[src/hdl/wmqi_pkg.sv]
package wmqi_pkg;

  localparam int SAMPLES_PER_HALF_DEF = 256;
  localparam int NUM_TABLES_DEF       = 9;

  localparam int IN_W     = 72;
  localparam int OUT_W    = 16;
  localparam int CFG_W    = 5;
  localparam int NUM_TAPS = 6;
  localparam int NUM_RD   = 2 * NUM_TAPS;
  localparam int QDEPTH   = 4;

  typedef enum logic [0:0] {
    OP_WRITE  = 1'b0,
    OP_LOOKUP = 1'b1
  } op_e;

  typedef enum logic [0:0] {
    REG_SHIFT_RIGHT = 1'b0,
    REG_SHIFT_LEFT  = 1'b1
  } reg_e;

  // classified request, front to back
  typedef struct packed {
    op_e         op;
    logic        wr_ok;
    logic [15:0] wdata;
    logic [15:0] w;
    logic [15:0] frac;
  } wmqi_ctl_t;

endpackage

[src/hdl/wmqi_queue.sv]
module wmqi_queue #(
  parameter int W     = 8,
  parameter int Depth = 4
) (
  input  logic         clk_i,
  input  logic         rst_ni,
  input  logic         push_i,
  input  logic [W-1:0] data_i,
  output logic         ready_o,
  input  logic         pop_i,
  output logic         valid_o,
  output logic [W-1:0] data_o
);
  import wmqi_pkg::*;

  localparam int PtrW = $clog2(Depth);
  localparam int CntW = $clog2(Depth + 1);

  logic [W-1:0]    mem_q [Depth];
  logic [PtrW-1:0] wr_q, rd_q;
  logic [CntW-1:0] cnt_q;
  logic            push, pop;

  assign ready_o = cnt_q != CntW'(Depth);
  assign valid_o = cnt_q != '0;
  assign push    = push_i && ready_o;
  assign pop     = pop_i && valid_o;
  assign data_o  = mem_q[rd_q];

  always_ff @(posedge clk_i) begin
    if (push) mem_q[wr_q] <= data_i;
  end

  always_ff @(posedge clk_i or negedge rst_ni) begin
    if (!rst_ni) begin
      wr_q  <= '0;
      rd_q  <= '0;
      cnt_q <= '0;
    end else begin
      if (push) wr_q <= wr_q + PtrW'(1);
      if (pop) rd_q <= rd_q + PtrW'(1);
      if (push && !pop) cnt_q <= cnt_q + CntW'(1);
      else if (pop && !push) cnt_q <= cnt_q - CntW'(1);
    end
  end

endmodule

[config.mk]
export PLATFORM = sky130hd
export DESIGN_NAME = wmqi_queue
export DESIGN_NICKNAME = d
export VERILOG_FILES = /design/src/hdl/wmqi_pkg.sv /design/src/hdl/wmqi_queue.sv
export SDC_FILE = /design/constraint.sdc
export NUM_CORES = 1
export LEC_CHECK = 0
export ABC_AREA = 1
export ABC_CLOCK_PERIOD_IN_PS = 1530
export BUFFER_PORTS_ARGS = -buffer_cell sky130_fd_sc_hd__buf_4
export CORE_MARGIN = 4
export CORE_UTILIZATION = 50
export CTS_CLUSTER_SIZE = 24
export DETAILED_ROUTE_END_ITERATION = 12
export MAX_ROUTING_LAYER = met4
export PLACE_DENSITY_LB_ADDON = 0.1
export SLEW_MARGIN = 10
export SYNTH_ARGS = -nofsm -noshare
export SYNTH_HDL_FRONTEND = slang
export SYNTH_SLANG_ARGS = --single-unit
[constraint.sdc]
create_clock -name clk_i -period 1.53 [get_ports clk_i]
set_input_delay 0.0765 -clock clk_i [delete_from_list [all_inputs] [get_ports clk_i]]
set_output_delay 0.0765 -clock clk_i [all_outputs]
set_load 0.01 [all_outputs]
==> summary.md, run 1 <==
| Metric | Value |
|---|---|
| # diodes | `0` |
| Drt wl/cell | `around 13 um` |
| Initial antenna violation count | `0` |
| Area delta synth->final | `36.4%` |
| Final setup vio count | `2` |
| Clk_skew | `about 0.0053 ns` |
| Multi-input logic area | `slightly below 500 sq um` |
| Cells on worst reg2reg path | `10` |
| Cells after Synth | `between 150 and 200` |
| RSZ-0062 raised after global routing | `yes` |
| CTS sink count | `39` |
| GPL Wtd Cong | `0.739` |
| Final Max Tran Viols | `0` |
| Routed vias/inst | `between 4 and 5` |
| Ys async rst share | `17.9%` |
| Gr usage total | `roughly 17%` |
| Yosys warns | `0` |
| IO Count | `22` |
| Maxcap violations | `0` |
| Hold Crit Class | `input pin to register` |
| Layout cells sized above 1 | `33.3%` |
| Post-route core utilization | `between 70 and 80%` |
| Top-area cell type share of the netlist area | `between 50 and 60%` |
| Slack of the critical path | `-0.0626 ns` |
| HPWL Detailed | `about 2300 um` |
| Starting Density | `between 50% and 60%` |
| FF-to-FF setup slack | `-0.06 ns` |
| WL final | `around 3300 um` |
| Fin crit share | `104%` |
| Clock buffer depth | `2` |
| Synthesized area per cell | `approximately 11 sq um` |
| Top cells by area, synth | `edfxtp_1 55%, dfrtp_1 10%, nand2_1 8.9%` |
| Relative slew margins | `84.6%` |
| Most common cell after layout, fill and taps aside | `buf_4` |
| Core ar. | `0.00334 sq mm` |
| Root Buffer | `clkbuf_4` |
| Setup TNS | `-0.107 ns` |
| Post-synth EDFFs | `32` |
| Die Wd | `roughly 67 um` |
| Most frequent cells in the layout | `40 x buf_4, 36 x nand2_1, 32 x edfxtp_1` |
| Area after DPL | `a little over 0.002 sq mm` |
| Req. time, crit path | `~1.8 ns` |
| WHS | `0.0215 ns` |
| FMAX | `between 0.6 and 0.7 GHz` |
| Syn Nets | `170` |
| Largest net degree at the start of global routing | `13` |
| Clock latency on the worst-skew pair | `0.33 ns` |
| Reg area | `approximately 0.0011 sq mm` |
| WS Path Type | `register to register` |
| Vias in the first global route | `~1,300` |
| Total die area | `0.00447 sq mm` |
| Router iterations before antenna repair | `4` |
| Leakage | `roughly 1.1 nW` |
| Total CTS buffers | `5` |
| Die H | `approximately 67 um` |
| GRT Residual Overflow | `0` |
| Worst setup endpoint | `cnt_q[2]` |
| PD cells | `around 1900 mW/mm^2` |
| Final min period | `about 1.6 ns` |
| Reg clk slew, reported paths | `approximately 0.10 ns` |
| CP Capture Type | `register` |
| Predominant post-synthesis flop cell | `edfxtp_1` |
| Mapped Area | `0.00173 sq mm` |
| Crit. Startpoint | `cnt_q[1]` |
| Worst-margin pin slew | `around 0.23 ns` |
| Routed Antenna Nets | `0` |
| First-pass GRT wire length | `5420 um` |
| Status | `complete, but fails checks` |
| Cell variety after synth | `17` |
| Row count | `21` |
| WP data arrival | `around 1.8 ns` |
| CTS tree | `built` |
| #FFs+latches synth | `39` |
| FF-to-FF End | `cnt_q[2]` |
| Port buffer count | `21` |
| Sequential-to-total area share from yosys stat | `between 60 and 70%` |
| Worst slack, placed | `-0.0770 ns` |
| Fillcell total | `between 200 and 300` |
| Crit-path max FO | `3` |
| Failing checks | `setup timing` |
| H-tree Lvls | `2` |
| Final Cell Area | `about 0.0024 sq mm` |
| Yosys top cell by area | `edfxtp_1` |
| Vias | `1,226` |
| Reg-to-Reg Start | `cnt_q[1]` |
| NumNets Final | `227` |
| Starting DRC count in detailed routing | `53` |
| Startpoint types | `register` |
| DRC violations left | `0` |
| Max VDD drop | `around 0.0011 V` |
| Hold Vio Cnt, Final | `0` |
[metrics by stage]
step / instances / total power, mW
floorplan: 152 / 2.70
global placement: 228 / 3.29
detailed placement: 228 / 3.38
CTS: 254 / 4.40
global route: 256 / 4.78
finish: 256 / 4.45
[worst min path at each step]
stage	startpoint	to	cells past startpoint
2_1_floorplan	rst_ni	cnt_q[0]	0
3_3_place_gp	rst_ni	wr_q[1]	1
3_5_place_dp	rst_ni	wr_q[1]	1
4_1_cts	pop_i	rd_q[0]	3
5_1_grt	pop_i	rd_q[0]	3
6_report	pop_i	rd_q[0]	3
[state kept, by name, summed over array words and instances, names as in the netlist]
name / cells
cnt_q: 3
wr_q: 2
mem_q: 32
rd_q: 2
[routing by layer]
layer / track usage, % / part of all wire [%] / up-vias
met5: - / 0 / -
met4: 4.56 / 0.46 / 0
met3: 5.90 / 4.4 / 2
met2: 31.8 / 55 / 22
met1: 17.8 / 40 / 584
li1: - / - / 618
[kinds of logic (layout without fill, tap and decap cells)]
group           Yosys count  after routing  share of synthesized area (%)
flops                    39             39                           65.6
simple gates             53             53                           12.4
xor+xnor                  1              1                          0.506
compound gates           17             17                           7.23
buf+inv                  36             94                           9.47
fa+ha+maj                 6              6                           4.77
[cell usage after synthesis, drive strengths merged (3+ instances only)]
cell type / instances
nand2: 41
edfxtp: 32
inv: 32
o211ai: 16
dfrtp: 7
nand3: 7
ha: 5
nor2: 4
buf: 3
[worst max-delay path, cell delays in order, from the launching register on]
cell	delay (ns)
dfrtp_1	0.40
inv_2	0.11
nand3_4	0.10
nand2_4	0.09
ha_4	0.14
inv_2	0.04
fa_2	0.36
inv_2	0.07
nand2_2	0.05
nand4_1	0.07
nand2_1	0.06
[cell type report]
cell class              count  area share (%)
flip-flops and latches     39            48.1
inverters                  32            5.19
multi-input cells          77            20.9
well taps                  46            2.44
clock inverters             2            2.54
repair buffers             54            19.0
clock buffers               6            1.75
[report_power, final]
group | switching (mW) | total (mW) | internal, mW
Combinational | 1.08 | 2.07 | 0.989
Clock | 0.309 | 0.819 | 0.510
Sequential | 0.139 | 1.57 | 1.43
[timing repair]
action                                  in CTS  in global routing
endpoints found under the setup margin       8                 10
endpoints found under the hold margin       41                  0
pin swaps                                    5                  2
gates cloned                                 0                  0
hold buffers                                10                  0
buffers inserted                             8                  2
gates resized for setup                      7                  6
No activity file was read; power rests on OpenSTA's default activity.
==> run 2: changes to the inputs <==
- CTS_CLUSTER_DIAMETER: unset -> 60
- SKIP_CTS_REPAIR_TIMING: unset -> 1
- SLEW_MARGIN: 10 -> 0
==> summary.md, run 2 (synthesized netlist as in run 1, its figures left out) <==
| Metric | Value |
|---|---|
| Row count | `21 (unchanged)` |
| Crit-path max FO | `3 (unchanged)` |
| Largest net degree at the start of global routing | `15 (was 13)` |
| Die Wd | `66.9 um (unchanged)` |
| Most frequent cells in the layout | `38 x nand2_1, 37 x buf_4, 32 x edfxtp_1 (was 40 x buf_4, 36 x nand2_1, 32 x edfxtp_1)` |
| Largest register by flop count | `mem_q (unchanged)` |
| FMAX | `0.630 GHz (was 0.628 GHz)` |
| Hold Vio Cnt, Final | `0 (unchanged)` |
| Total CTS buffers | `5 (unchanged)` |
| Port buffer count | `21 (unchanged)` |
| First-pass GRT wire length | `5090 um (was 5420 um)` |
| Maxcap violations | `0 (unchanged)` |
| Routed Antenna Nets | `0 (unchanged)` |
| Regs by FF count | `mem_q x32, cnt_q x3 (unchanged)` |
| Total die area | `0.00447 sq mm (unchanged)` |
| Final min period | `1.59 ns (about the same)` |
| FF-to-FF setup slack | `-0.06 ns (about the same)` |
| Reg-to-Reg Start | `cnt_q[2] (was cnt_q[1])` |
| GRT Residual Overflow | `0 (unchanged)` |
| CTS sink count | `39 (unchanged)` |
| WS Path Type | `register to register (unchanged)` |
| Vias in the first global route | `1,164 (was 1,251)` |
| Reg clk slew, reported paths | `0.10 ns (about the same)` |
| RSZ-0062 raised after global routing | `yes (unchanged)` |
| Area delta synth->final | `33.7% (was 36.4%)` |
| Slack of the critical path | `-0.0565 ns (was -0.0626 ns)` |
| Largest register FFs | `32 (unchanged)` |
| Leakage | `1.03 nW (was 1.05 nW)` |
| Relative slew margins | `85.2% (was 84.6%)` |
| Req. time, crit path | `1.76 ns (about the same)` |
| Clock latency on the worst-skew pair | `0.34 ns (was 0.33 ns)` |
| Most frequent CP cell | `inv_2 (unchanged)` |
| Area after DPL | `0.00205 sq mm (unchanged)` |
| Drt wl/cell | `12.8 um (about the same)` |
| Crit. Startpoint | `cnt_q[2] (was cnt_q[1])` |
| Router iterations before antenna repair | `4 (unchanged)` |
| Setup TNS | `-0.0985 ns (was -0.107 ns)` |
| DRC violations left | `0 (unchanged)` |
| Core ar. | `0.00334 sq mm (unchanged)` |
| IO Count | `22 (unchanged)` |
| Clock buffer depth | `2 (unchanged)` |
| Max VDD drop | `0.00118 V (was 0.00115 V)` |
| GPL Wtd Cong | `0.739 (unchanged)` |
| Failing checks | `setup timing (unchanged)` |
| Final setup vio count | `2 (unchanged)` |
| Startpoint types | `register (unchanged)` |
| Status | `complete, but fails checks (unchanged)` |
| HPWL Detailed | `2290 um (unchanged)` |
| WHS | `0.00587 ns (was 0.0215 ns)` |
| CP Capture Type | `register (unchanged)` |
| Gr usage total | `16.5% (was 17.5%)` |
| Routed vias/inst | `4.77 (was 4.79)` |
| Root Buffer | `clkbuf_4 (unchanged)` |
| Initial antenna violation count | `0 (unchanged)` |
| Hold Crit Class | `input pin to register (unchanged)` |
| NumNets Final | `222 (was 227)` |
| H-tree Lvls | `2 (unchanged)` |
| Fin crit share | `104% (about the same)` |
| CP cell instances | `inv_2, nand3_4, nand2_4, ha_4, inv_2, fa_2, inv_2, nand2_1, nand4_1, nand2_1 (was inv_2, nand3_4, nand2_4, ha_4, inv_2, fa_2, inv_2, nand2_2, nand4_1, nand2_1)` |
| Final Max Tran Viols | `0 (unchanged)` |
| Die H | `66.9 um (unchanged)` |
| CTS tree | `built (unchanged)` |
| Slowest cell on the critical path | `dfrtp_2 (was dfrtp_1)` |
| Layout cells sized above 1 | `31.2% (was 33.3%)` |
| Post-route core utilization | `69.4% (was 70.8%)` |
| Worst-margin pin slew | `0.222 ns (was 0.231 ns)` |
| PD cells | `1890 mW/mm^2 (about the same)` |
| WP data arrival | `1.82 ns (about the same)` |
| Starting Density | `51.9% (unchanged)` |
| Min-delay src | `push_i (was pop_i)` |
| CP max stage delay | `0.45 ns (was 0.40 ns)` |
| Clk_skew | `0.00714 ns (was 0.00529 ns)` |
| Vias | `1,197 (was 1,226)` |
| Most common cell after layout, fill and taps aside | `nand2_1 (was buf_4)` |
| # diodes | `0 (unchanged)` |
| Final Cell Area | `0.00231 sq mm (was 0.00236 sq mm)` |
| WL final | `3210 um (was 3270 um)` |
| Starting DRC count in detailed routing | `49 (was 53)` |
-- run 2: stage by stage --
step           instances  power [mW]  setup slack [ns]
2_1_floorplan        152        2.70            -0.104
3_3_place_gp         228        3.29           -0.0138
3_5_place_dp         228        3.38           -0.0770
4_1_cts              236        4.21            -0.156
5_1_grt              251        4.70            -0.153
6_report             251        4.38           -0.0565
-- run 2: metal layers --
| layer | vias to the layer above | track usage [%] | wire (um) |
|---|---|---|---|
| met1 | 570 | 16.1 | 1300 |
| met5 | - | - | 0 |
| met3 | 5 | 6.07 | 135 |
| met2 | 16 | 30.4 | 1730 |
| li1 | 606 | - | - |
| met4 | 0 | 4.56 | 38 |
-- run 2: final cells by class --
cell class | instances | area [sq um]
flip-flops and latches | 39 | 1140
fillers | 268 | 1020
multi-input cells | 77 | 489
repair buffers | 49 | 402
inverters | 32 | 128
clock inverters | 2 | 60.1
well taps | 46 | 57.6
clock buffers | 6 | 41.3
-- run 2: path summary, 6_finish.rpt --
path,endpoint,depth (start not counted)
worst min-delay path,wr_q[1],3
min in group asynchronous,wr_q[1],2
worst max-delay path,cnt_q[2],10
worst min register to register,wr_q[1],2
worst max register to register,cnt_q[2],10
max in group asynchronous,cnt_q[2],2
-- run 2: worst max-delay path, delay by kind of cell, from the launching register on --
| family | cells | cell delay (ns) |
|---|---|---|
| fa+ha+maj | 2 | 0.47 |
| buf+inv | 3 | 0.19 |
| flops | 1 | 0.45 |
| simple gates | 5 | 0.38 |
-- run 2: where the power goes --
part           switching (mW)  internal, mW  total, mW
Clock                   0.311         0.510      0.821
Combinational            1.05         0.934       1.99
Sequential              0.140          1.43       1.57
==> run 3: changes to the inputs <==
- ABC_CLOCK_PERIOD_IN_PS: 1530 -> 1800
- clock period: 1.53 -> 1.8 ns (I/O delays scaled with it)
==> summary.md, run 3 (synthesized netlist as in run 1, its figures left out) <==
| Metric | Value |
|---|---|
| Status | `complete, but fails checks (unchanged)` |
| Failing checks | `hold timing (was setup timing)` |
| Crit-path max FO | `3 (unchanged)` |
| Die H | `66.9 um (unchanged)` |
| Largest net degree at the start of global routing | `34 (was 15)` |
| Routed Antenna Nets | `0 (unchanged)` |
| Vias in the first global route | `1,081 (was 1,164)` |
| CP Capture Type | `register (unchanged)` |
| Max VDD drop | `0.000802 V (was 0.00118 V)` |
| Layout cells sized above 1 | `22.4% (was 31.2%)` |
| HPWL Detailed | `2040 um (was 2290 um)` |
| Slack of the critical path | `0.105 ns (was -0.0565 ns)` |
| Clock latency on the worst-skew pair | `0.34 ns (about the same)` |
| Reg clk slew, reported paths | `0.11 ns (was 0.10 ns)` |
| Die Wd | `66.9 um (unchanged)` |
| WP data arrival | `1.94 ns (was 1.82 ns)` |
| Most frequent cells in the layout | `41 x nand2_1, 32 x edfxtp_1, 31 x buf_4 (was 38 x nand2_1, 37 x buf_4, 32 x edfxtp_1)` |
| WHS | `-0.00334 ns (was 0.00587 ns)` |
| Largest register by flop count | `mem_q (unchanged)` |
| Vias | `1,167 (was 1,197)` |
| CTS tree | `built (unchanged)` |
| WL final | `3100 um (was 3210 um)` |
| Share of power burned in registers | `39.7% (was 35.9%)` |
| Final Instance Count excl. Fillers | `242 (was 251)` |
| Clock buffer depth | `2 (unchanged)` |
| Worst-margin pin slew | `0.425 ns (was 0.222 ns)` |
| Most common cell after layout, fill and taps aside | `nand2_1 (unchanged)` |
| Row count | `21 (unchanged)` |
| Total CTS buffers | `5 (unchanged)` |
| GPL Wtd Cong | `0.756 (was 0.739)` |
| FMAX | `0.590 GHz (was 0.630 GHz)` |
| Leakage | `0.976 nW (was 1.03 nW)` |
| IO Count | `22 (unchanged)` |
| First-pass GRT wire length | `4920 um (was 5090 um)` |
| Post-route core utilization | `65.2% (was 69.4%)` |
| Port buffer count | `21 (unchanged)` |
| Root Buffer | `clkbuf_4 (unchanged)` |
| Area delta synth->final | `25.6% (was 33.7%)` |
| Combinational power share | `39.3% (was 45.4%)` |
| Reg area | `0.00114 sq mm (about the same)` |
| Drt wl/cell | `12.8 um (about the same)` |
| Hold Vio Cnt, Final | `2 (was 0)` |
| Starting Density | `51.9% (unchanged)` |
| DRC violations left | `0 (unchanged)` |
| Maxcap violations | `0 (unchanged)` |
| Final setup vio count | `0 (was 2)` |
| Final min period | `1.69 ns (was 1.59 ns)` |
| Hold Crit Class | `input pin to register (unchanged)` |
| Pwr Total | `3.42 mW (was 4.38 mW)` |
| Startpoint types | `register (unchanged)` |
| Final Max Tran Viols | `0 (unchanged)` |
| NumNets Final | `213 (was 222)` |
| PD cells | `1570 mW/mm^2 (was 1890 mW/mm^2)` |
| Gr usage total | `16.1% (was 16.5%)` |
| Total die area | `0.00447 sq mm (unchanged)` |
| Worst slack, placed | `0.0487 ns (was -0.0770 ns)` |
| Cell-internal power | `2.25 mW (was 2.87 mW)` |
| Clock power frac | `21.0% (was 18.8%)` |
| Multi-input logic area | `434 sq um (was 489 sq um)` |
| Starting DRC count in detailed routing | `24 (was 49)` |
| Initial antenna violation count | `0 (unchanged)` |
| WS Path Type | `register to register (unchanged)` |
| # diodes | `0 (unchanged)` |
| Switching fraction of total power | `34.3% (was 34.4%)` |
| Core ar. | `0.00334 sq mm (unchanged)` |
| Relative slew margins | `71.7% (was 85.2%)` |
| CTS sink count | `39 (unchanged)` |
| Clk_skew | `0.00553 ns (was 0.00714 ns)` |
| Router iterations before antenna repair | `4 (unchanged)` |
| Largest register FFs | `32 (unchanged)` |
| Regs by FF count | `mem_q x32, cnt_q x3 (unchanged)` |
| NetSw | `1.17 mW (was 1.50 mW)` |
| GRT Residual Overflow | `0 (unchanged)` |
| Fillcell total | `270 (was 268)` |
| H-tree Lvls | `2 (unchanged)` |
| Inst Count DP | `221 (was 228)` |
| Req. time, crit path | `2.04 ns (was 1.76 ns)` |
| Fin crit share | `94.2% (was 104%)` |
| Routed vias/inst | `4.82 (was 4.77)` |
| RSZ-0062 raised after global routing | `yes (unchanged)` |
## run 3: worst max-delay path, cell delays in order, from the launching register on
cell     delay (ns)
dfrtp_1        0.43
inv_2          0.09
nand3_1        0.09
nand2_1        0.09
ha_2           0.18
inv_1          0.06
fa_1           0.38
nand2_1        0.10
nand3_1        0.08
nand2_1        0.06
nand2_1        0.04
## run 3: metal layers
layer	global-route usage (%)	share of wire, %	up-vias
met5	-	0	-
met2	24.8	48	24
met4	5.32	0.97	0
met3	5.56	4.8	5
li1	-	-	593
met1	19.9	46	545
## run 3: layout make-up
type,instances,area share [%]
multi-input cells,77,20.0
inverters,32,5.64
flip-flops and latches,39,52.2
clock inverters,2,2.76
well taps,46,2.65
clock buffers,6,1.90
repair buffers,40,14.8
## run 3: power by group through the flow
stage	logic (mW)	registers, mW	clock network [mW]
finish	1.34	1.36	0.718
floorplan	0.892	1.31	0
global route	1.52	1.38	0.769
detailed placement	1.28	1.38	0
CTS	1.29	1.36	0.733
global placement	1.23	1.36	0
## run 3: through the flow
| stage | setup TNS [ns] | cell area, sq um |
|---|---|---|
| 6_report | 0 | 2170 |
| 2_1_floorplan | 0 | 1730 |
| 3_5_place_dp | 0 | 1950 |
| 5_1_grt | -0.0684 | 2170 |
| 3_3_place_gp | 0 | 1950 |
| 4_1_cts | 0 | 2050 |
## run 3: worst paths after layout
kind,startpoint,end,slack (ns),depth (start not counted)
setup / recovery,cnt_q[1],cnt_q[2],0.11,10
hold / removal,push_i,wr_q[0],-0.003,3
setup reg to reg,cnt_q[1],cnt_q[2],0.11,10
hold reg to reg,wr_q[0],wr_q[0],0.55,2
max in group asynchronous,rst_ni,rd_q[1],1.58,2
min in group asynchronous,rst_ni,wr_q[1],0.08,2
