[src/hdl/wmqi_pkg.sv]
package wmqi_pkg;

  localparam int SAMPLES_PER_HALF_DEF = 256;
  localparam int NUM_TABLES_DEF       = 9;

  localparam int IN_W     = 72;
  localparam int OUT_W    = 16;
  localparam int CFG_W    = 5;
  localparam int NUM_TAPS = 6;
  localparam int NUM_RD   = 2 * NUM_TAPS;
  localparam int QDEPTH   = 4;

  typedef enum logic [0:0] {
    OP_WRITE  = 1'b0,
    OP_LOOKUP = 1'b1
  } op_e;

  typedef enum logic [0:0] {
    REG_SHIFT_RIGHT = 1'b0,
    REG_SHIFT_LEFT  = 1'b1
  } reg_e;

  // classified request, front to back
  typedef struct packed {
    op_e         op;
    logic        wr_ok;
    logic [15:0] wdata;
    logic [15:0] w;
    logic [15:0] frac;
  } wmqi_ctl_t;

endpackage

[src/hdl/wmqi_front.sv]
module wmqi_front #(
  parameter int SamplesPerHalf = 256,
  parameter int NumTables      = 9,
  parameter int AW             = 13
) (
  input  logic                                   clk_i,
  input  logic                                   rst_ni,
  input  logic                                   cfg_we_i,
  input  logic [0:0]                             cfg_index_i,
  input  logic [wmqi_pkg::CFG_W-1:0]             cfg_wdata_i,
  input  logic                                   tuser_i,
  input  logic [wmqi_pkg::IN_W-1:0]              tdata_i,
  output wmqi_pkg::wmqi_ctl_t                    ctl_o,
  output logic [wmqi_pkg::NUM_RD-1:0][AW-1:0]    addr_o
);
  import wmqi_pkg::*;

  localparam int RowLen = 2 * SamplesPerHalf + 5;
  localparam int RW     = $clog2(NumTables);
  localparam int PW     = $clog2(RowLen);

  logic [3:0]  shr_q;
  logic [4:0]  shl_q;
  logic [3:0]  ti;
  logic [9:0]  si;
  logic [24:0] phase;
  logic [11:0] morph;
  logic [11:0] fam;
  logic [12:0] fam1;
  logic [31:0] rem32, frac32, waddr32;
  logic [RW-1:0] lrow, rrow;
  logic [NUM_TAPS-1:0][PW-1:0] posc;
  logic [NUM_RD-1:0][31:0] raddr32;

  always_ff @(posedge clk_i or negedge rst_ni) begin
    if (!rst_ni) begin
      shr_q <= 4'd9;
      shl_q <= 5'd7;
    end else if (cfg_we_i) begin
      case (reg_e'(cfg_index_i))
        REG_SHIFT_RIGHT: shr_q <= cfg_wdata_i[3:0];
        REG_SHIFT_LEFT:  shl_q <= cfg_wdata_i;
        default: ;
      endcase
    end
  end

  assign ti    = tdata_i[3:0];
  assign si    = tdata_i[13:4];
  assign phase = tdata_i[54:30];
  assign morph = tdata_i[66:55];

  assign fam    = morph >> shr_q;
  assign fam1   = {1'b0, fam} + 13'd1;
  assign rem32  = {20'd0, morph} & ~(32'hFFFF_FFFF << shr_q);
  assign frac32 = rem32 << shl_q;
  assign lrow   = (32'(fam) >= 32'(NumTables - 1)) ? RW'(NumTables - 1) : fam[RW-1:0];
  assign rrow   = (32'(fam1) >= 32'(NumTables - 1)) ? RW'(NumTables - 1) : fam1[RW-1:0];

  always_comb begin
    logic [31:0] pos32;
    for (int j = 0; j < NUM_TAPS; j++) begin
      pos32 = 32'(phase[24:16]) + 32'(j);
      if (pos32 > 32'(RowLen - 1)) pos32 = 32'(RowLen - 1);
      posc[j] = pos32[PW-1:0];
      raddr32[j]            = 32'(lrow) * 32'(RowLen) + 32'(posc[j]);
      raddr32[j + NUM_TAPS] = 32'(rrow) * 32'(RowLen) + 32'(posc[j]);
    end
  end

  assign waddr32 = 32'(ti) * 32'(RowLen) + 32'(si);

  always_comb begin
    for (int k = 0; k < NUM_RD; k++) addr_o[k] = raddr32[k][AW-1:0];
    if (op_e'(tuser_i) == OP_WRITE) addr_o[0] = waddr32[AW-1:0];
  end

  assign ctl_o.op    = op_e'(tuser_i);
  assign ctl_o.wr_ok = (32'(ti) < 32'(NumTables)) && (32'(si) < 32'(RowLen));
  assign ctl_o.wdata = tdata_i[29:14];
  assign ctl_o.w     = phase[15:0];
  assign ctl_o.frac  = frac32[15:0];

endmodule

[config.mk]
export PLATFORM = sky130hd
export DESIGN_NAME = wmqi_front
export DESIGN_NICKNAME = d
export VERILOG_FILES = /design/src/hdl/wmqi_pkg.sv /design/src/hdl/wmqi_front.sv
export SDC_FILE = /design/constraint.sdc
export NUM_CORES = 1
export LEC_CHECK = 0
export BUFFER_PORTS_ARGS = -buffer_cell sky130_fd_sc_hd__buf_2
export CAP_MARGIN = 20
export CORE_AREA = 2 2 124 126
export DETAILED_ROUTE_END_ITERATION = 12
export DIE_AREA = 0 0 126 128
export PLACE_DENSITY = 0.84
export SYNTH_ARGS = -nofsm -noshare
export SYNTH_HDL_FRONTEND = slang
export SYNTH_SLANG_ARGS = --single-unit
[constraint.sdc]
create_clock -name clk_i -period 19.6 [get_ports clk_i]
set_input_delay 2.94 -clock clk_i [delete_from_list [all_inputs] [get_ports clk_i]]
set_output_delay 2.94 -clock clk_i [all_outputs]
set_load 0.05 [all_outputs]
==> summary.md, run 1 <==
| Metric | Value |
|---|---|
| Outcome | finished, final reports clean |
| Fmax | around 75 MHz |
| Top cells by count, synth | ha_1, xnor2_1, a21oi_1 |
| Dominant cell type by area after synthesis | ha_1 |
| Gpl congestion | about 0.96 |
| Placement row count | 45 |
| # H-tree levels | 1 |
| Layout cells sized above 1 | 22.0% |
| Xor/xnor cell area share of the yosys netlist | 16.7% |
| First-pass GRT wire length | a little over 40 mm |
| Worst Hold Launch | shl_q[1]$_DFFE_PN1P_ |
| 1st-iter DRT viols | approximately 680 |
| Die Ht | around 130 µm |
| Slew headroom | between 30% and 40% |
| PortBufs | 218 |
| Setup Buffers After CTS | 0 |
| Fin area | 9210 µm² |
| Yosys top cell area share | 19.9% |
| EDFF count, synth | 0 |
| Final Skew | 0 ps |
| Root Driver | clkbuf_16 |
| Worst hold-check path type | flip-flop to flip-flop |
| R2R depth | 2 |
| Top post-synthesis cells by area | ha_1, xnor2_1, a21oi_1 |
| Max-cap violations | 0 |
| Ys async rst share | 100% |
| Syn nets | around 1.3k |
| Simple-gate share of the synthesized area | a little under a fifth |
| Initial Util | 55.4% |
| Final setup viols | 0 |
| Critical Path Source Type | input pin |
| Post_cts resized | 0 |
| TritonCTS clock tree | done |
| CP Capture Type | output pin |
| Tot GR Track Use | between 30% and 40% |
| Clock Pin Slew Worst Setup and Hold Paths | about 40 ps |
| Worst r2r src | shr_q[2]$_DFFE_PN0P_ |
| Period utilisation layout | between 60% and 70% |
| Kind of critical path | input pin to output pin |
| Slack of the worst reg-to-reg path | 18200 ps |
| Main flop type after synthesis | dfstp_2 |
| DP Area | 9130 µm² |
| Most frequent cell after synthesis | ha_1 |
| Crit-path max FO | 15 |
| Total negative setup slack | 0 ps |
| Met3 Resource Use GR | 3.51% |
| Clk_lat worst skew | roughly 240 ps |
| Core box area | roughly 15000 µm² |
| Final hold viol count | 0 |
| Total leakage power | roughly 0.0046 µW |
| CTS sink count | 9 |
| Peak supply drop | roughly 100 µV |
| Vias in the first global route | 8356 |
| PwrDens | around 130 nW/µm² |
| Post-synthesis compound-gate area fraction | a little under a quarter |
| Mux contribution to synthesized area | ~6.8% |
| Tmin final | about 13000 ps |
| Grt met2 use | 54.0% |
| Vias per cell | 6.08 |
| Total clock buffers created by CTS | 3 |
| Post-Synthesis Cells | ~1.1k |
| Hold depth | 1 |
| Pin count of the biggest net entering global routing | 37 |
| CTS hold repair buffers | 0 |
| Grt total ovfl | 0 |
| WL final | 26.0 mm |
| Drt pass-1 iters | 5 |
| Largest family of logic cells by synthesized area | adder cells |
| Post-synthesis adder-cell area fraction | 23.7% |
| Number of distinct library cells after synthesis | 79 |
| Post-DP HPWL | about 21 mm |
| Crit path DAT | between 10000 and 15000 ps |
| Area growth, synth to finish | 11.8% |
| Busiest layer in global routing | met2 |
| N_diodes | 0 |
| Via count | slightly below 9k |
| Met1 Usage GRT | about two fifths |
| Sequential area share after synthesis | between 2 and 3% |
| Unrepaired setup endpoints after global routing | no |
| YS warnings | 0 |
| Io pins | roughly 290 |
| Worst-case clock buffer depth | 2 |
| Routed wire per std cell | around 18 µm |
| Post-Syn Area | approximately 8200 µm² |
| Initial antenna violation count | 0 |
| Max-slew violations | 0 |
| R2r endpoint | shr_q[2]$_DFFE_PN0P_ |
| Flops & latches, synth | 9 |
| Layout Utilization | between 60% and 70% |
| DRC | 0 |
| Worst Hold Path EP | shl_q[1]$_DFFE_PN1P_ |
| Post-DRT Antenna Nets | 0 |
| Die area | ~16000 µm² |
| Mean post-synth cell area | between 7 and 8 µm² |
| Final net count | ~1.5k |
| Die Span X | ~130 µm |
| CP required | roughly 17000 ps |
| Worst slew pin tran | approximately 1000 ps |
-- area by class of cell --
type	count	area, µm²
Sequential cell	9	231
Multi-Input combinational cell	958	7320
Inverter	61	229
Tap cell	188	235
Clock buffer	4	78.8
Fill cell	1387	5650
Timing Repair Buffer	222	1120
-- kinds of logic (layout without fill, tap and decap cells) --
| group | count (synthesis) | in the layout |
|---|---|---|
| AND/OR/NAND/NOR | 305 | 305 |
| AO/OA/AOI/OAI | 303 | 303 |
| XOR/XNOR | 157 | 157 |
| adder cells (fa/ha/maj) | 147 | 147 |
| buffers and inverters | 141 | 287 |
| multiplexers | 46 | 46 |
| flip-flops | 9 | 9 |
-- registers in the layout, indices dropped and copies added (netlist names) --
register  flops
shr_q         4
shl_q         5
-- metal layers --
layer | share of wire, % | routed length [µm] | up-vias
li1 | - | - | 4211
met3 | 9.2 | 2400 | 83
met1 | 39 | 10100 | 4038
met5 | 0 | 0 | -
met4 | 4.3 | 1120 | 0
met2 | 48 | 12400 | 430
-- per-stage QoR --
stage	hold WS, ps	power [µW]	setup slack, ps	std cells
after global routing	746	1260	5850	1442
after floorplan	540	940	7710	1108
after detailed placement	701	1150	6490	1438
after CTS	718	1190	6480	1442
after global placement	694	1140	6670	1438
final	715	1200	6190	1442
-- power by group --
| part | internal [µW] | total [µW] | switching, µW |
|---|---|---|---|
| combinational | 298 | 1120 | 823 |
| clock | 27.2 | 36.0 | 8.82 |
| sequential | 22.6 | 37.9 | 15.3 |
| total | 348 | 1200 | 847 |
-- how the worst max path moves through the flow --
stage                   to  slack [ps]         from  cells after the start
2_1_floorplan  addr_o[115]        7710  tdata_i[64]                     28
3_3_place_gp   addr_o[127]        6670  tdata_i[65]                     23
5_1_grt        addr_o[141]        5850  tdata_i[65]                     24
3_5_place_dp   addr_o[115]        6490  tdata_i[65]                     28
4_1_cts        addr_o[115]        6480  tdata_i[65]                     28
6_report       addr_o[141]        6190  tdata_i[65]                     24
-- cells in the final DEF (no fill, tap or decap), types with 7 or more instances in the layout --
cell        n
nand2_1    80
fa_1       15
nand3_1    20
and2_1     12
mux2_2     11
a21o_1     29
xor2_1     51
mux2i_1    28
inv_1      55
o21a_1     13
ha_1      131
a21oi_1    93
nand4_1     8
buf_2     218
o21ai_0    63
o22ai_1     7
nor2b_1    22
mux4_2      7
nor3_1     19
o21bai_1   24
nor2_1     87
xnor2_1   106
a31oi_1    17
or3_1      14
nand2b_1    8
-- worst max-delay path: stages --
cell	delay, ps
buf_2	250
mux2i_1	170
mux2_2	350
o211a_1	370
clkinv_1	200
ha_1	250
o21ai_0	190
nor4_2	250
mux2i_1	180
nor4_4	530
nand3_2	310
inv_1	750
ha_1	370
ha_1	230
ha_1	220
xnor2_1	740
inv_2	350
ha_1	440
nand2_1	60
o21ai_0	430
a32o_1	260
xnor2_1	60
nor2_1	230
buf_2	320
No activity file was read; power rests on OpenSTA's default activity.
==> run 2, diff against run 1 <==
ABC_AREA = 1   (was default)
CORE_AREA = 2 2 135 137   (was 2 2 124 126)
DIE_AREA = 0 0 137 139   (was 0 0 126 128)
PLACE_DENSITY = 0.75   (was 0.84)
clock period = 11.5 ns   (was 19.6 ns; I/O delays follow)
==> summary.md, run 2 <==
| Metric | Value |
|---|---|
| Slew headroom | 24.8% (was 31.2%) |
| PortBufs | 218 (unchanged) |
| WL final | 26.9 mm (was 26.0 mm) |
| Worst path slowest cell | o21ai_0 (was inv_1) |
| Kind of critical path | input pin to output pin (unchanged) |
| Met1 WL | 11.5 mm (was 10.1 mm) |
| Crit-path max FO | 30 (was 15) |
| Crit path DAT | 7550 ps (was 10470 ps) |
| Total negative setup slack | 0 ps (unchanged) |
| CTS hold repair buffers | 0 (unchanged) |
| Placed insts | 1718 (was 1438) |
| Worst-case clock buffer depth | 2 (unchanged) |
| Post-Synthesis Cells | 1323 (was 1108) |
| Mean post-synth cell area | 6.28 µm² (was 7.43 µm²) |
| Layout Utilization | 53.3% (was 62.0%) |
| Tot GR Track Use | 26.9% (was 30.7%) |
| Regs by FF count | shl_q (5), shr_q (4) (unchanged) |
| Die Ht | 139 µm (was 128 µm) |
| Core box area | 17700 µm² (was 14900 µm²) |
| Io pins | 288 (unchanged) |
| Power Internal | 454 µW (was 348 µW) |
| CTS sink count | 9 (unchanged) |
| Drt pass-1 iters | 5 (unchanged) |
| Post_cts resized | 0 (unchanged) |
| Final hold viol count | 0 (unchanged) |
| Initial antenna violation count | 1 (was 0) |
| Most frequent cell after synthesis | nand2_1 (was ha_1) |
| Root Driver | clkbuf_16 (unchanged) |
| Final Skew | 0 ps (unchanged) |
| Number of distinct library cells after synthesis | 51 (was 79) |
| CP delay by family, top | simple AND/OR/NAND/NOR gates (was buffers and inverters) |
| Total clock buffers created by CTS | 3 (unchanged) |
| Clock power share | 3.6% (was 3.0%) |
| Unrepaired setup endpoints after global routing | no (unchanged) |
| Fin area | 9410 µm² (was 9210 µm²) |
| Total leakage power | 0.00542 µW (was 0.00456 µW) |
| Outcome | finished, final reports clean (unchanged) |
| Flop pwr share | 3.2% (about the same) |
| Final net count | 1722 (was 1483) |
| DRC | 0 (unchanged) |
| Met2 wire len | 12.5 mm (was 12.4 mm) |
| Switch share | 72.9% (was 70.9%) |
| Met3 wire len | 2.02 mm (was 2.40 mm) |
| Period utilisation layout | between 80% and 90% |
| Setup WS post-layout | 2230 ps (was 6190 ps) |
| Post-DRT Antenna Nets | 0 (unchanged) |
| # H-tree levels | 1 (unchanged) |
| Worst slew pin tran | 1120 ps (was 1020 ps) |
| CP bufs+invs | 4 (was 5) |
| DP Area | 9330 µm² (was 9130 µm²) |
| Gpl congestion | 0.963 (was 0.957) |
| Clk_lat worst skew | 230 ps (was 240 ps) |
| Area growth, synth to finish | 13.2% (was 11.8%) |
| PwrDens | 178 nW/µm² (was 130 nW/µm²) |
| Top sig layer | met4 (unchanged) |
| Top post-synthesis cells by area | ha_1, nand2_1, xor2_1 (was ha_1, xnor2_1, a21oi_1) |
| Clock Pin Slew Worst Setup and Hold Paths | 40 ps (about the same) |
| Pin count of the biggest net entering global routing | 31 (was 37) |
| Peak supply drop | 166 µV (was 98.6 µV) |
| Max-slew violations | 0 (unchanged) |
| Setup Buffers After CTS | 0 (unchanged) |
| Vias in the first global route | 8398 (was 8356) |
| Via count | 9181 (was 8762) |
| Fmax | 108 MHz |
| Vias per cell | 5.33 (was 6.08) |
| 1st-iter DRT viols | 494 (was 677) |
| Ys async rst share | 100% (unchanged) |
| Critical Path Source Type | input pin (unchanged) |
| Main flop type after synthesis | dfstp_2 (unchanged) |
| Initial Util | 47.1% (was 55.4%) |
| Yosys top cell area share | 19.7% (was 19.9%) |
| Worst hold-check path type | flip-flop to flip-flop (unchanged) |
| TritonCTS clock tree | done (unchanged) |
| CP required | 9780 ps (was 16660 ps) |
| Die Span X | 137 µm (was 126 µm) |
| Final setup viols | 0 (unchanged) |
| Post-Syn Area | 8310 µm² (was 8240 µm²) |
| CP Capture Type | output pin (unchanged) |
| Dominant cell type by area after synthesis | ha_1 (unchanged) |
| Top cell by count, worst path | nand2_1 (was ha_1) |
| Tmin final | approximately 9300 ps |
| Most frequent cells in the layout | nand2_1, buf_2, inv_1 (was buf_2, ha_1, xnor2_1) |
| Placement row count | 49 (was 45) |
| Grt total ovfl | 0 (unchanged) |
| Delay of the slowest critical-path stage | 690 ps (was 750 ps) |
| Die area | 19000 µm² (was 16100 µm²) |
| Syn nets | 1551 (was 1336) |
| Fin cells | 1723 (was 1442) |
| EDFF count, synth | 0 (unchanged) |
| Sw Pwr | 1220 µW (was 847 µW) |
| Number of flip-flops under the largest register name | 5 (unchanged) |
| Flops & latches, synth | 9 (unchanged) |
| Layout cells sized above 1 | 20.1% (was 22.0%) |
| Max-cap violations | 0 (unchanged) |
| Largest Register | shl_q (unchanged) |
| Top cells by count, synth | nand2_1, inv_1, ha_1 (was ha_1, xnor2_1, a21oi_1) |
| Logic pwr share | 93.2% (was 93.8%) |
| YS warnings | 0 (unchanged) |
| Most common cell after layout, fill and taps aside | nand2_1 (was buf_2) |
| Routed wire per std cell | 15.6 µm (was 18.0 µm) |
| Post-place setup slack | 2290 ps (was 6490 ps) |
| Sequential area share after synthesis | 2.79% (was 2.81%) |
| First-pass GRT wire length | 41.6 mm (was 40.8 mm) |
| Post-DP HPWL | 22.3 mm (was 20.7 mm) |
[run 2: cell types whose count changed in the layout (fill, tap and decap cells not counted), sizes merged, moves of 37 or more]
cell   change
o21ai     +37
nand2    +221
nor2      +39
xor2      +64
xnor2     -97
nand3     +69
inv      +129
[run 2: cells by family (layout without fill, tap and decap cells)]
kind of cell               Yosys count  after routing  synth area share [%]
AOI/OAI and AO/OA                  241            241                  16.0
xor gates and xnor gates           124            124                  13.1
adders and majority gates          146            146                  23.3
buffers and inverters              245            415                  13.2
DFF                                  9              9                  2.79
muxes                                3              3                 0.361
other                                0              1                     0
and+or+nand+nor                    555            555                  31.2
[run 2: path summary, 6_finish.rpt]
kind | startpoint | end | slack (ps) | cells past startpoint
max in group asynchronous | rst_ni | shr_q[0]$_DFFE_PN1P_ | 9920 | 1
max reg2reg | shr_q[3]$_DFFE_PN1P_ | shr_q[3]$_DFFE_PN1P_ | 10460 | 2
min | shl_q[2]$_DFFE_PN1P_ | shl_q[2]$_DFFE_PN1P_ | 590 | 2
min reg2reg | shl_q[2]$_DFFE_PN1P_ | shl_q[2]$_DFFE_PN1P_ | 590 | 2
min in group asynchronous | rst_ni | shl_q[4]$_DFFE_PN0P_ | 1340 | 1
max | tdata_i[66] | addr_o[129] | 2230 | 32
[run 2: routing by layer]
metal	global-route usage, %	vias up
met5	0	-
met4	7.27	0
met3	3.29	59
met2	46.9	365
met1	34.6	4117
li1	-	4640
[run 2: power by group through the flow]
stage,combinational (µW),sequential [µW],clock (µW)
6_report,1560,53.9,60.2
5_1_grt,1670,55.6,63.2
4_1_cts,1560,53.9,60.5
3_5_place_dp,1550,54.2,0
3_3_place_gp,1540,54.1,0
2_1_floorplan,1270,40.5,0
[run 2: area by class of cell]
class	instances	area, µm²
Antenna cell	1	2.50
Clock buffer	4	78.8
Fill cell	1794	8250
Inverter	190	716
Multi-Input combinational cell	1069	6980
Sequential cell	9	231
Tap cell	229	287
Timing Repair Buffer	221	1110
[run 2: metrics by stage]
| stage | total power, µW | hold WS (ps) |
|---|---|---|
| floorplan | 1310 | 553 |
| global placement | 1600 | 565 |
| detailed placement | 1610 | 580 |
| CTS | 1670 | 587 |
| global route | 1790 | 633 |
| finish | 1680 | 585 |
[run 2: worst reg2reg max path, stage by stage (launching register included)]
cell and delay, ps:
dfstp_2 800, nand2_1 90, o21ai_0 80
==> run 3, diff against run 2 <==
ABC_AREA = 0   (was 1)
clock period = 7.95 ns   (was 11.5 ns; I/O delays follow)
==> summary.md, run 3 (synthesis results as in run 1) <==
| Metric | Value |
|---|---|
| Outcome | finished, final reports clean (unchanged) |
| Busiest layer in global routing | met2 (unchanged) |
| Slack of the worst reg-to-reg path | 6540 ps (was 10460 ps) |
| Initial antenna violation count | 0 (was 1) |
| R2r endpoint | shr_q[3]$_DFFE_PN1P_ (unchanged) |
| DRC | 0 (unchanged) |
| Io pins | 288 (unchanged) |
| Worst Hold Launch | shl_q[1]$_DFFE_PN1P_ (was shl_q[2]$_DFFE_PN1P_) |
| Vias per cell | 5.78 (was 5.33) |
| Post-DRT Antenna Nets | 0 (unchanged) |
| Regs by FF count | shl_q (5), shr_q (4) (unchanged) |
| Max-slew violations | 0 (unchanged) |
| Vias in the first global route | 8197 (was 8398) |
| CTS hold repair buffers | 0 (unchanged) |
| CTS sink count | 9 (unchanged) |
| Drt pass-1 iters | 5 (unchanged) |
| Number of flip-flops under the largest register name | 5 (unchanged) |
| DP Area | 9460 µm² (was 9330 µm²) |
| Critical Path Source Type | input pin (unchanged) |
| Worst slew pin tran | 648 ps (was 1120 ps) |
| Clock Pin Slew Worst Setup and Hold Paths | 40 ps (about the same) |
| WL final | 26.8 mm (was 26.9 mm) |
| Met1 Usage GRT | 33.0% (was 34.6%) |
| Final Skew | 0 ps (unchanged) |
| Max-cap violations | 0 (unchanged) |
| Unrepaired setup endpoints after global routing | no (unchanged) |
| 1st-iter DRT viols | 472 (was 494) |
| Met3 Resource Use GR | 4.68% (was 3.29%) |
| Worst Setup SP | tdata_i[64] (was tdata_i[66]) |
| CP Capture Type | output pin (unchanged) |
| Final net count | 1513 (was 1722) |
| PwrDens | 315 nW/µm² (was 178 nW/µm²) |
| Gpl congestion | 0.949 (was 0.963) |
| Worst hold-check path type | flip-flop to flip-flop (unchanged) |
| Die area | 19000 µm² (unchanged) |
| Grt total ovfl | 0 (unchanged) |
| Fmax | between 100 and 150 MHz |
| Final setup viols | 0 (unchanged) |
| TritonCTS clock tree | done (unchanged) |
| Worst r2r src | shr_q[3]$_DFFE_PN1P_ (unchanged) |
| R2R depth | 2 (unchanged) |
| Die Ht | 139 µm (unchanged) |
| Kind of critical path | input pin to output pin (unchanged) |
| Pin count of the biggest net entering global routing | 29 (was 31) |
| Total negative setup slack | 0 ps (unchanged) |
| Total clock buffers created by CTS | 3 (unchanged) |
| Core box area | 17700 µm² (unchanged) |
| Most common cell after layout, fill and taps aside | buf_2 (was nand2_1) |
| Area growth, synth to finish | 16.6% (was 13.2%) |
| Placement row count | 49 (unchanged) |
| Routed wire per std cell | 17.7 µm (was 15.6 µm) |
| Total leakage power | 0.00474 µW (was 0.00542 µW) |
| N_diodes | 0 (was 1) |
| Fin area | 9610 µm² (was 9410 µm²) |
| Most frequent cells in the layout | buf_2, ha_1, xnor2_1 (was nand2_1, buf_2, inv_1) |
| Via count | 8747 (was 9181) |
| Crit path DAT | 6420 ps (was 7550 ps) |
| Worst-case clock buffer depth | 2 (unchanged) |
| Worst setup path end | addr_o[114] (was addr_o[129]) |
| Grt met2 use | 45.9% (was 46.9%) |
| Peak supply drop | 372 µV (was 166 µV) |
| Period utilisation layout | between 90% and 100% |
| First-pass GRT wire length | 41.2 mm (was 41.6 mm) |
| Die Span X | 137 µm (unchanged) |
| # H-tree levels | 1 (unchanged) |
| Tot GR Track Use | 26.8% (was 26.9%) |
| Layout cells sized above 1 | 25.0% (was 20.1%) |
| Tmin final | around 7600 ps |
| Total power | 3030 µW (was 1680 µW) |
| Clk_lat worst skew | 230 ps (about the same) |
| Slew headroom | 56.5% (was 24.8%) |
| Initial Util | 46.7% (was 47.1%) |
| PortBufs | 218 (unchanged) |
| Crit-path max FO | 13 (was 30) |
| Final hold viol count | 0 (unchanged) |
| Root Driver | clkbuf_16 (unchanged) |
| Largest Register | shl_q (unchanged) |
| CP required | 6760 ps (was 9780 ps) |
| Post-DP HPWL | 21.9 mm (was 22.3 mm) |
[run 3: where the power goes]
part           leakage [µW]  switching (µW)  internal, µW  total [µW]
combinational       0.00460            2070           788        2850
sequential         0.000101            32.0          55.8        87.8
clock             0.0000382            20.6          66.9        87.5
total               0.00474            2120           911        3030
[run 3: per-layer routing]
layer | vias to the layer above | share of wire, %
li1 | 4270 | -
met1 | 4001 | 40
met2 | 387 | 47
met3 | 89 | 8.3
met4 | 0 | 4.2
met5 | - | 0
[run 3: worst min-delay path by stage]
stage | endpoint | slack (ps) | depth (start not counted)
after global routing | shl_q[1]$_DFFE_PN1P_ | 750 | 1
after CTS | shl_q[1]$_DFFE_PN1P_ | 720 | 1
after floorplan | shl_q[4]$_DFFE_PN0P_ | 540 | 1
after detailed placement | shl_q[1]$_DFFE_PN1P_ | 700 | 1
final | shl_q[1]$_DFFE_PN1P_ | 720 | 1
after global placement | shl_q[1]$_DFFE_PN1P_ | 700 | 1
[run 3: repair_timing]
item,CTS,global route
resized for setup,0,26
setup buffers,0,3
endpoints found under the setup margin,0,24
[run 3: metrics by stage]
stage	setup WS [ps]	cells	hold WS (ps)	util (%)
detailed placement	109	1506	704	53.6
global route	8.55	1513	746	54.4
finish	342	1513	717	54.4
floorplan	2.19	1108	540	-
global placement	205	1506	698	53.6
CTS	91.1	1510	719	54.0
[run 3: critical path: stages]
cell and delay (ps):
clkbuf_4 190, mux2i_1 130, mux2_4 320, o211a_1 260, clkinv_1 70, ha_2 200
o21ai_1 120, nor4_2 190, mux2i_1 160, nor4_4 440, nand3_4 120, clkinvlp_4 90
buf_4 290, ha_1 260, xnor2_1 130, ha_1 280, buf_4 200, ha_1 350
a221oi_1 290, nor2_1 110, a21oi_1 240, o21bai_1 190, xnor2_1 280, clkbuf_4 290
[run 3: cell type report]
type | count | area, µm²
clock buffers | 4 | 78.8
fillers | 1722 | 8050
inverters | 61 | 233
multi-input cells | 958 | 7400
flip-flops and latches | 9 | 231
well taps | 229 | 287
repair buffers | 252 | 1380
